## src/rtl/bra_pkg.sv

```systemverilog
// ----------------------------------------------------------------------------
// bra_pkg
// shared constants for the beacon rssi aggregator
// ----------------------------------------------------------------------------
package bra_pkg;

  localparam int unsigned SAMPLES = 5;
  localparam logic [15:0] COUNT_MAX = 16'hFFFF;
  localparam logic [31:0] WRAP_HALF = 32'h8000_0000;

  localparam logic CMD_OBSERVE = 1'b0;
  localparam logic CMD_FINISH  = 1'b1;
  localparam logic KIND_BEACON  = 1'b0;
  localparam logic KIND_SUMMARY = 1'b1;

endpackage

```

## src/rtl/bra_divider.sv

```systemverilog
// ----------------------------------------------------------------------------
// bra_divider
// shared signed restoring divider, one quotient bit a cycle, truncating
// ----------------------------------------------------------------------------
module bra_divider (
  input  logic               clk,
  input  logic               rst_n,
  input  logic               start,
  input  logic signed [23:0] dividend,
  input  logic        [15:0] divisor,
  output logic               busy,
  output logic               done,
  output logic signed [7:0]  quotient
);
  logic [23:0] rem_r, rem_nxt;
  logic [23:0] quo_r, quo_nxt;
  logic [15:0] dsr_r;
  logic        neg_r;
  logic [4:0]  cnt_r, cnt_nxt;
  logic        busy_r, done_r;
  logic [24:0] trial;
  logic [23:0] mag;
  logic [23:0] qs;

  assign mag = dividend[23] ? (~dividend + 24'd1) : dividend;
  assign trial = {rem_r, quo_r[23]} - {9'd0, dsr_r};

  always_comb begin
    rem_nxt = {rem_r[22:0], quo_r[23]};
    quo_nxt = {quo_r[22:0], 1'b0};
    cnt_nxt = cnt_r - 5'd1;
    if (!trial[24]) begin
      rem_nxt = trial[23:0];
      quo_nxt[0] = 1'b1;
    end
  end

  always_ff @(posedge clk) begin
    if (!rst_n) begin
      busy_r <= 1'b0;
      done_r <= 1'b0;
      cnt_r  <= '0;
    end else begin
      done_r <= 1'b0;
      if (start) begin
        busy_r <= 1'b1;
        cnt_r  <= 5'd24;
        rem_r  <= '0;
        quo_r  <= mag;
        dsr_r  <= divisor;
        neg_r  <= dividend[23];
      end else if (busy_r) begin
        rem_r <= rem_nxt;
        quo_r <= quo_nxt;
        cnt_r <= cnt_nxt;
        if (cnt_r == 5'd1) begin
          busy_r <= 1'b0;
          done_r <= 1'b1;
        end
      end
    end
  end

  assign qs = neg_r ? (~quo_r + 24'd1) : quo_r;
  assign quotient = (dsr_r == 16'd0) ? 8'sd0 : qs[7:0];
  assign busy = busy_r;
  assign done = done_r;
endmodule

```

## src/rtl/beacon_rssi_aggregator.sv

```systemverilog
// ----------------------------------------------------------------------------
// beacon_rssi_aggregator
// per-scan beacon table with trimmed and plain rssi averages
// ----------------------------------------------------------------------------
// usage:
//   in_* carries one item per observation (cmd 0) or a finish command (cmd 1).
//   a known observation walks the table one entry a cycle, then updates the
//   matching or new entry.
//   a finish with scan_ok set scores every entry through one shared sort and
//   divider (loading its samples, sorting a full set, dividing for the mean,
//   then scoring), then emits one out_* item per entry in creation order;
//   every finish ends with a summary item with tlast.
//   in_tready is low while an item is being worked on or output is pending.
//   when out_tready is low the pending item holds and the sequencer waits.
//   the sample store is a memory of TABLE_ENTRIES*5 entries, one port.
//   reset empties the table and clears the counters at once, no sweep.
// ----------------------------------------------------------------------------
module beacon_rssi_aggregator #(
  parameter int TABLE_ENTRIES = 8
) (
  input  logic         clk,
  input  logic         rst_n,
  input  logic         in_tvalid,
  output logic         in_tready,
  // identity, known, track_number, rssi, tx_power, seen_ms, scan_ok,
  // prior_dropped, pad
  input  logic [127:0] in_tdata,
  // cmd
  input  logic         in_tuser,
  output logic         out_tvalid,
  input  logic         out_tready,
  // identity_out, track_out, trimmed_rssi, mean_rssi, peak_rssi,
  // peak_tx_power, latest_ms, sample_total, is_best, dropped_total, pad
  output logic [159:0] out_tdata,
  // kind
  output logic         out_tuser,
  output logic         out_tlast
);
  import bra_pkg::*;

  localparam int EW = (TABLE_ENTRIES > 1) ? $clog2(TABLE_ENTRIES) : 1;
  localparam int UW = $clog2(TABLE_ENTRIES + 1);
  localparam int SD = TABLE_ENTRIES * SAMPLES;
  localparam int SW = $clog2(SD);

  typedef enum logic [8:0] {
    S_IDLE   = 9'b000000001,
    S_SEARCH = 9'b000000010,
    S_UPDATE = 9'b000000100,
    S_LOAD   = 9'b000001000,
    S_SORT   = 9'b000010000,
    S_DIV    = 9'b000100000,
    S_SCORE  = 9'b001000000,
    S_EMIT   = 9'b010000000,
    S_SUMM   = 9'b100000000
  } state_t;

  state_t state_r;

  // input fields
  logic               i_cmd, i_known, i_ok;
  logic        [47:0] i_id;
  logic        [7:0]  i_track;
  logic signed [7:0]  i_rssi, i_tx;
  logic        [31:0] i_seen;
  logic        [15:0] i_prior;
  assign i_cmd   = in_tuser;
  assign i_id    = in_tdata[47:0];
  assign i_known = in_tdata[48];
  assign i_track = in_tdata[56:49];
  assign i_rssi  = in_tdata[64:57];
  assign i_tx    = in_tdata[72:65];
  assign i_seen  = in_tdata[104:73];
  assign i_ok    = in_tdata[105];
  assign i_prior = in_tdata[121:106];

  // held item
  logic        [47:0] h_id_r;
  logic        [7:0]  h_track_r;
  logic signed [7:0]  h_rssi_r, h_tx_r;
  logic        [31:0] h_seen_r;
  logic               h_ok_r;
  logic        [15:0] h_prior_r;

  // entry table
  logic        [47:0] e_id    [TABLE_ENTRIES];
  logic        [7:0]  e_track [TABLE_ENTRIES];
  logic signed [23:0] e_sum   [TABLE_ENTRIES];
  logic        [15:0] e_cnt   [TABLE_ENTRIES];
  logic        [2:0]  e_kept  [TABLE_ENTRIES];
  logic signed [7:0]  e_peak  [TABLE_ENTRIES];
  logic signed [7:0]  e_ptx   [TABLE_ENTRIES];
  logic        [31:0] e_lat   [TABLE_ENTRIES];
  logic signed [7:0]  e_trim  [TABLE_ENTRIES];
  logic signed [7:0]  e_mean  [TABLE_ENTRIES];
  logic signed [7:0]  samp_mem [SD];

  logic [UW-1:0] used_r;
  logic [15:0]   raw_r, drops_r;
  logic [UW-1:0] idx_r;
  logic [EW-1:0] ix;
  logic [EW-1:0] best_r;
  logic signed [7:0] best_val_r;

  // finish work
  logic signed [7:0]  v_r [SAMPLES];
  logic [2:0]         ld_r;
  logic [3:0]         st_r;
  logic [SW-1:0]      rd_addr;
  logic signed [7:0]  rd_data_r;
  logic               rd_en;
  logic signed [23:0] div_a;
  logic [15:0]        div_b;
  logic               div_start, div_busy, div_done;
  logic signed [7:0]  div_q;

  logic [159:0] od_r;
  logic         ou_r, ol_r, ov_r;
  logic         out_load;

  assign ix = idx_r[EW-1:0];

  bra_divider u_div (
    .clk(clk), .rst_n(rst_n), .start(div_start), .dividend(div_a),
    .divisor(div_b), .busy(div_busy), .done(div_done), .quotient(div_q)
  );

  // sort step schedule over pairs (i, j), i < j
  logic [2:0] pi, pj;
  always_comb begin
    case (st_r)
      4'd0: begin pi = 3'd0; pj = 3'd1; end
      4'd1: begin pi = 3'd0; pj = 3'd2; end
      4'd2: begin pi = 3'd0; pj = 3'd3; end
      4'd3: begin pi = 3'd0; pj = 3'd4; end
      4'd4: begin pi = 3'd1; pj = 3'd2; end
      4'd5: begin pi = 3'd1; pj = 3'd3; end
      4'd6: begin pi = 3'd1; pj = 3'd4; end
      4'd7: begin pi = 3'd2; pj = 3'd3; end
      4'd8: begin pi = 3'd2; pj = 3'd4; end
      4'd9: begin pi = 3'd3; pj = 3'd4; end
      default: begin pi = 3'd0; pj = 3'd1; end
    endcase
  end

  // trimmed dividend and divisor
  logic signed [23:0] tsum;
  logic [2:0]         tdiv;
  always_comb begin
    if (e_kept[ix] == 3'(SAMPLES)) begin
      tsum = 24'(v_r[1]) + 24'(v_r[2]) + 24'(v_r[3]);
      tdiv = 3'd3;
    end else begin
      tsum = 24'(v_r[0]) + 24'(v_r[1]) + 24'(v_r[2]) + 24'(v_r[3]);
      tdiv = e_kept[ix];
    end
  end

  // small divisors by shift, thirds by reciprocal multiply on the magnitude
  logic [9:0]        tmag, tq;
  logic [20:0]       tprod;
  logic signed [7:0] tval;
  always_comb begin
    tmag  = tsum[23] ? 10'(-tsum) : tsum[9:0];
    tprod = {11'd0, tmag} * 21'd683;
    case (tdiv)
      3'd1: tq = tmag;
      3'd2: tq = {1'b0, tmag[9:1]};
      3'd3: tq = tprod[20:11];
      3'd4: tq = {2'b0, tmag[9:2]};
      default: tq = '0;
    endcase
    tval = tsum[23] ? -(8'(tq)) : 8'(tq);
  end

  assign div_start = (state_r == S_SORT) && (st_r == 4'd10);
  assign div_a = e_sum[ix];
  assign div_b = e_cnt[ix];

  assign rd_en   = (state_r == S_LOAD) && (ld_r < 3'(SAMPLES));
  assign rd_addr = SW'(int'(ix) * SAMPLES + int'(ld_r));

  logic        hit;
  logic [SW-1:0] wr_addr;
  assign hit = (e_id[ix] == h_id_r);
  assign wr_addr = SW'(int'(ix) * SAMPLES + int'(e_kept[ix]));

  always_ff @(posedge clk) begin
    if (rd_en) rd_data_r <= samp_mem[rd_addr];
    if (state_r == S_UPDATE && e_kept[ix] < 3'(SAMPLES)) samp_mem[wr_addr] <= h_rssi_r;
  end

  logic [16:0] dsum;
  logic [15:0] sdrop;
  assign dsum = {1'b0, h_prior_r} + {1'b0, drops_r};
  assign sdrop = !h_ok_r ? h_prior_r : (dsum[16] ? COUNT_MAX : dsum[15:0]);

  assign out_load = (state_r == S_EMIT || state_r == S_SUMM) && (!ov_r || out_tready);

  always_ff @(posedge clk) begin
    if (!rst_n) begin
      state_r <= S_IDLE;
      used_r  <= '0;
      raw_r   <= '0;
      drops_r <= '0;
      ov_r    <= 1'b0;
    end else begin
      if (out_load) ov_r <= 1'b1;
      else if (out_tready) ov_r <= 1'b0;
      case (state_r)
        S_IDLE: begin
          if (in_tvalid && in_tready) begin
            h_id_r <= i_id; h_track_r <= i_track; h_rssi_r <= i_rssi;
            h_tx_r <= i_tx; h_seen_r <= i_seen; h_ok_r <= i_ok;
            h_prior_r <= i_prior;
            idx_r <= '0;
            ld_r <= '0;
            if (i_cmd == CMD_FINISH) begin
              state_r <= (i_ok && used_r != '0) ? S_LOAD : S_SUMM;
            end else begin
              if (raw_r != COUNT_MAX) raw_r <= raw_r + 16'd1;
              if (i_known) state_r <= S_SEARCH;
            end
          end
        end
        S_SEARCH: begin
          if (idx_r == used_r) begin
            if (used_r == UW'(TABLE_ENTRIES)) begin
              if (drops_r != COUNT_MAX) drops_r <= drops_r + 16'd1;
              state_r <= S_IDLE;
            end else begin
              e_id[ix] <= h_id_r; e_track[ix] <= h_track_r;
              e_sum[ix] <= '0; e_cnt[ix] <= '0; e_kept[ix] <= '0;
              e_peak[ix] <= h_rssi_r; e_ptx[ix] <= h_tx_r; e_lat[ix] <= h_seen_r;
              used_r <= used_r + UW'(1);
              state_r <= S_UPDATE;
            end
          end else if (hit) begin
            state_r <= S_UPDATE;
          end else begin
            idx_r <= idx_r + UW'(1);
          end
        end
        S_UPDATE: begin
          if (e_cnt[ix] != COUNT_MAX) begin
            e_cnt[ix] <= e_cnt[ix] + 16'd1;
            e_sum[ix] <= e_sum[ix] + 24'(h_rssi_r);
          end
          if (e_kept[ix] < 3'(SAMPLES)) e_kept[ix] <= e_kept[ix] + 3'd1;
          if (h_rssi_r > e_peak[ix]) begin
            e_peak[ix] <= h_rssi_r;
            e_ptx[ix] <= h_tx_r;
          end
          if ((h_seen_r - e_lat[ix]) < WRAP_HALF) e_lat[ix] <= h_seen_r;
          state_r <= S_IDLE;
        end
        S_LOAD: begin
          // read data is registered, so it lands in the cycle after its address
          if (ld_r != 3'd0) begin
            v_r[ld_r - 3'd1] <= (ld_r - 3'd1 < e_kept[ix]) ? rd_data_r : 8'sd0;
          end
          if (ld_r == 3'(SAMPLES)) begin
            st_r <= (e_kept[ix] == 3'(SAMPLES)) ? 4'd0 : 4'd10;
            state_r <= S_SORT;
          end else begin
            ld_r <= ld_r + 3'd1;
          end
        end
        S_SORT: begin
          if (st_r == 4'd10) begin
            e_trim[ix] <= tval;
            state_r <= S_DIV;
          end else begin
            if (v_r[pi] > v_r[pj]) begin
              v_r[pi] <= v_r[pj];
              v_r[pj] <= v_r[pi];
            end
            st_r <= st_r + 4'd1;
          end
        end
        S_DIV: begin
          if (div_done) begin
            e_mean[ix] <= div_q;
            state_r <= S_SCORE;
          end
        end
        S_SCORE: begin
          if (idx_r == '0 || e_trim[ix] > best_val_r) begin
            best_r <= ix;
            best_val_r <= e_trim[ix];
          end
          ld_r <= '0;
          if (idx_r + UW'(1) == used_r) begin
            idx_r <= '0;
            state_r <= S_EMIT;
          end else begin
            idx_r <= idx_r + UW'(1);
            state_r <= S_LOAD;
          end
        end
        S_EMIT: begin
          if (out_load) begin
            od_r <= {7'd0, 16'd0, (ix == best_r), e_cnt[ix], e_lat[ix], e_ptx[ix],
                     e_peak[ix], e_mean[ix], e_trim[ix], e_track[ix], e_id[ix]};
            ou_r <= KIND_BEACON;
            ol_r <= 1'b0;
            if (idx_r + UW'(1) == used_r) state_r <= S_SUMM;
            else idx_r <= idx_r + UW'(1);
          end
        end
        S_SUMM: begin
          if (out_load) begin
            od_r <= {7'd0, sdrop, 1'b0, raw_r, 120'd0};
            ou_r <= KIND_SUMMARY;
            ol_r <= 1'b1;
            used_r <= '0;
            raw_r <= '0;
            drops_r <= '0;
            state_r <= S_IDLE;
          end
        end
        default: state_r <= S_IDLE;
      endcase
    end
  end

  assign in_tready  = (state_r == S_IDLE) && !ov_r;
  assign out_tvalid = ov_r;
  assign out_tdata  = od_r;
  assign out_tuser  = ou_r;
  assign out_tlast  = ol_r;

  a_used_bound: assert property (@(posedge clk) disable iff (!rst_n)
    used_r <= UW'(TABLE_ENTRIES)) else $error("table overfilled");
  a_last_summary: assert property (@(posedge clk) disable iff (!rst_n)
    out_tvalid |-> (out_tlast == out_tuser)) else $error("tlast not on summary");
  a_busy_no_ready: assert property (@(posedge clk) disable iff (!rst_n)
    (state_r != S_IDLE) |-> !in_tready) else $error("ready while busy");
endmodule

```

## config.mk

```make
export PLATFORM = sky130hd
export DESIGN_NAME = beacon_rssi_aggregator
export DESIGN_NICKNAME = d
export VERILOG_FILES = /design/src/rtl/bra_pkg.sv /design/src/rtl/bra_divider.sv /design/src/rtl/beacon_rssi_aggregator.sv
export SDC_FILE = /design/constraint.sdc
export NUM_CORES = 2
export LEC_CHECK = 0
export CORE_MARGIN = 1.5
export CORE_UTILIZATION = 49
export CTS_CLUSTER_SIZE = 28
export DETAILED_ROUTE_END_ITERATION = 7
export DONT_BUFFER_PORTS = 1
export GPL_ROUTABILITY_DRIVEN = 0
export SYNTH_ARGS = -nofsm -noshare
export SYNTH_HDL_FRONTEND = slang
export SYNTH_SLANG_ARGS = --single-unit
export TNS_END_PERCENT = 10
```

## constraint.sdc

```tcl
create_clock -name clk -period 10.3 [get_ports clk]
set_input_delay 2.06 -clock clk [delete_from_list [all_inputs] [get_ports clk]]
set_output_delay 2.06 -clock clk [all_outputs]
set_load 0.01 [all_outputs]
```

==> key figures <==
Critical path
  • CP top delay family: adder cells
  • Critical path buffers and inverters: 3
  • WP depth: 31
  • R2r setup slk: 0.66 ns
  • Slowest CP cell: dfxtp_4
  • RR Endpoint: e_trim[3][7]
  • Worst endpoint data arrival time: 10.19 ns
  • CP Class: reg2reg
  • Most frequent CP cell: ha_1
  • CP max FO: 24
  • Worst EP required: 10.85 ns
  • Worst R2R Path Depth: 31
  • CP endpoint kind: flip-flop
  • Crit start category: flip-flop
  • Critical Path Max Stage Delay: 0.61 ns

Detailed routing
  • DRT iter0 DRCs: 4058
  • DRC: 0
  • Vias after detailed routing: 46945
  • Wire per inst: 25.8 um
  • WL final: 209000 um
  • Post-route ant nets: 0
  • Drt first pass iters: 6
  • Average via count per standard cell: 5.79

Power
  • Switching Fraction: 29.4%
  • Comb power frac: 24.9%
  • Clock Power Share: 32.1%
  • NetSw: 6.96 mW
  • Pleak: 32.8 nW
  • Int Power: 16.7 mW
  • Pwr dens: 234 nW/um2
  • Max VDD drop: 0.209 mV
  • Final Power: 23.7 mW
  • Reg power frac: 43.1%

CTS
  • Post-cts resize count: 0
  • Clock Pin Slew Worst Setup and Hold Paths: 0.06 ns
  • Post-CTS setup buffers: 0
  • TritonCTS clock tree: yes
  • Num CTS Buffers: 213
  • CTS Hold Bufs: 0
  • CTS sink cnt: 2119
  • Htree depth: 4
  • Deepest clock path buffer count: 3
  • Root buffer selected by CTS: clkbuf_16
  • Clk_lat worst skew: 0.86 ns

Timing
  • Fmax: 104 MHz
  • Final period utilization: 93.6%
  • RSZ-0062 raised after global routing: false
  • Normalized max-slew margin: 14.4%
  • Layout Skew: 0.0367 ns
  • # setup viols final: 0
  • Worst-Margin Slew: 1.27 ns
  • Final min period: 9.64 ns
  • Final count of hold timing violations: 0
  • Setup TNS: 0 ns
  • Final max-slew violation count: 0

Global route
  • Global-route wire length before repair: 313000 um
  • Remaining global-route overflow: 0
  • All-Layer GR Usage: 22.5%
  • Initial antenna violation count: 28
  • Number of global-route vias before repair: 47929
  • Largest net degree at the start of global routing: 127

Synthesis
  • Post-synth EDFFs: 2058
  • Synth warnings: 0
  • Post-synth top cells: edfxtp_1 (2058), nor2_1 (542), mux4_2 (435)
  • #FFs+latches synth: 2119
  • Synth top area share: 68.0%
  • Average size of a mapped cell: 17.1 um2
  • Cells after synthesis: 5309
  • Largest cells by area after synthesis: edfxtp_1 (68%), mux4_2 (11%), ha_1 (3.1%)
  • Post-synthesis cell area: 90900 um2
  • Post-synth cell types: 94
  • Ys async rst share: 0%
  • Most frequent cell after synthesis: edfxtp_1
  • Cell taking the most area after synthesis: edfxtp_1
  • Post-synthesis sequential area ratio: 69.3%
  • Top FF cell, synth: edfxtp_1

Worst hold path
  • Hold Path Depth: 2
  • Hold path start: u_div.cnt_r[1]
  • Worst hold endpoint: u_div.cnt_r[1]
  • HP Class: reg2reg

Floorplan
  • Starting Density: 49.5%
  • Die width: 434 um
  • IO Count: 297
  • Core Rows: 157
  • Core area: 184000 um2
  • Die ar.: 188000 um2
  • Height of the die: 434 um

Placement
  • Post-detail-place hpwl: 131000 um
  • Input/output buffers: 0
  • Placed Cells: 7689

Final layout
  • Final #Nets: 5847
  • Util after Layout: 55.1%
  • Share of layout cells above drive strength 1: 17.2%
  • Final Instance Count excl. Fillers: 8105
  • Syn-to-layout area delta: 11.3%

Job
  • MaxCap Viol Count: 0

Outcome
  • Status: completed
[how the worst max path moves through the flow]
stage / from / endpoint / slack (ns)
finish: flip-flop / e_trim[3][7] / 0.66
global route: flip-flop / e_trim[1][7] / 0.04
CTS: flip-flop / e_trim[1][7] / 0.70
detailed placement: flip-flop / e_trim[3][7] / 0.75
global placement: flip-flop / e_trim[2][7] / 0.89
floorplan: flip-flop / e_trim[0][7] / 1.54
[worst reg2reg max path: cells and delay by family (launching register included)]
kind                     cells  cell delay, ns
AO/OA/AOI/OAI                8            2.01
XOR/XNOR                     2            0.71
adder cells (fa/ha/maj)      8            3.10
buffers and inverters        3            0.36
flip-flops                   1            0.61
multiplexers                 4            1.41
AND/OR/NAND/NOR              6            1.14
[placed cells by master (no fill, tap or decap), types with 27 or more instances in the layout]
master     netlist  routed
mux2i_1        192     192
inv_1          215     215
clkinv_2         0      48
clkbuf_1       106      43
xnor2_1         95      93
nor2b_1         43      43
mux2_2          27      27
dfxtp_1         61      58
edfxtp_1      2058    2058
a21o_1          42      42
mux4_2         435     435
nand3_1         80      80
o21a_1          29      28
nand4_1         43      43
buf_4           21     110
o21ai_0        107     103
nor2_1         542     517
clkbuf_16        0     218
nor3_1          41      41
clkinv_1         0      51
fa_1            51      50
ha_1           223     222
nand2_1        161     160
xor2_1         131     131
a21oi_1        203     203
[per-stage QoR]
stage	worst slack (ns)	hold slack, ns	instance area (um2)
final	0.658	0.502	101000
after global routing	0.0425	0.527	101000
after CTS	0.695	0.503	101000
after detailed placement	0.752	0.493	94300
after global placement	0.886	0.484	94300
after floorplan	1.54	0.467	91000
[cell type report]
class                   count  area, um2
multi-input cells        2773      26400
inverters                 218        823
repair buffers            115        926
fillers                 14336      82400
clock inverters           143       1290
well taps                2464       3080
clock buffers             261       5620
flip-flops and latches   2119      63000
diodes                     12       30.0
[kinds of logic after synthesis]
group	share of synthesized area [%]
buf+inv	1.97
xor+xnor	2.18
flops	69.3
compound gates	3.80
other cells	0.00412
mux	13.2
fa+ha+maj	4.19
simple gates	5.34
[metal layers]
metal  vias up  GRT usage (%)  wire [um]
li1      21029              -          -
met4        10           6.25       4960
met3       284           3.57      11600
met1     24318           31.6      90500
met2      1304           36.7     102000
met5         -              0         66
[registers in the layout, summed over array words and instances (netlist names), 9 cells and up, named ones only]
name / cells
drops_r: 16
e_cnt: 128
e_id: 384
e_kept: 24
e_lat: 256
e_mean: 64
e_peak: 64
e_ptx: 64
e_sum: 192
e_track: 64
e_trim: 64
h_id_r: 48
h_prior_r: 16
h_seen_r: 32
out_tdata: 153
raw_r: 16
samp_mem: 320
state_r: 9
u_div.dsr_r: 16
u_div.quo_r: 24
u_div.rem_r: 24
v_r: 64
[power groups by stage]
| stage | Sequential (mW) | Clock [mW] | Combinational, mW |
|---|---|---|---|
| after floorplan | 10.3 | 0 | 4.23 |
| after global placement | 10.4 | 0 | 5.95 |
| after detailed placement | 10.4 | 0 | 5.96 |
| after CTS | 10.2 | 7.74 | 6.00 |
| after global routing | 10.2 | 8.08 | 6.38 |
| final | 10.2 | 7.59 | 5.88 |
Note: power is estimated with default switching activity, not from simulation.
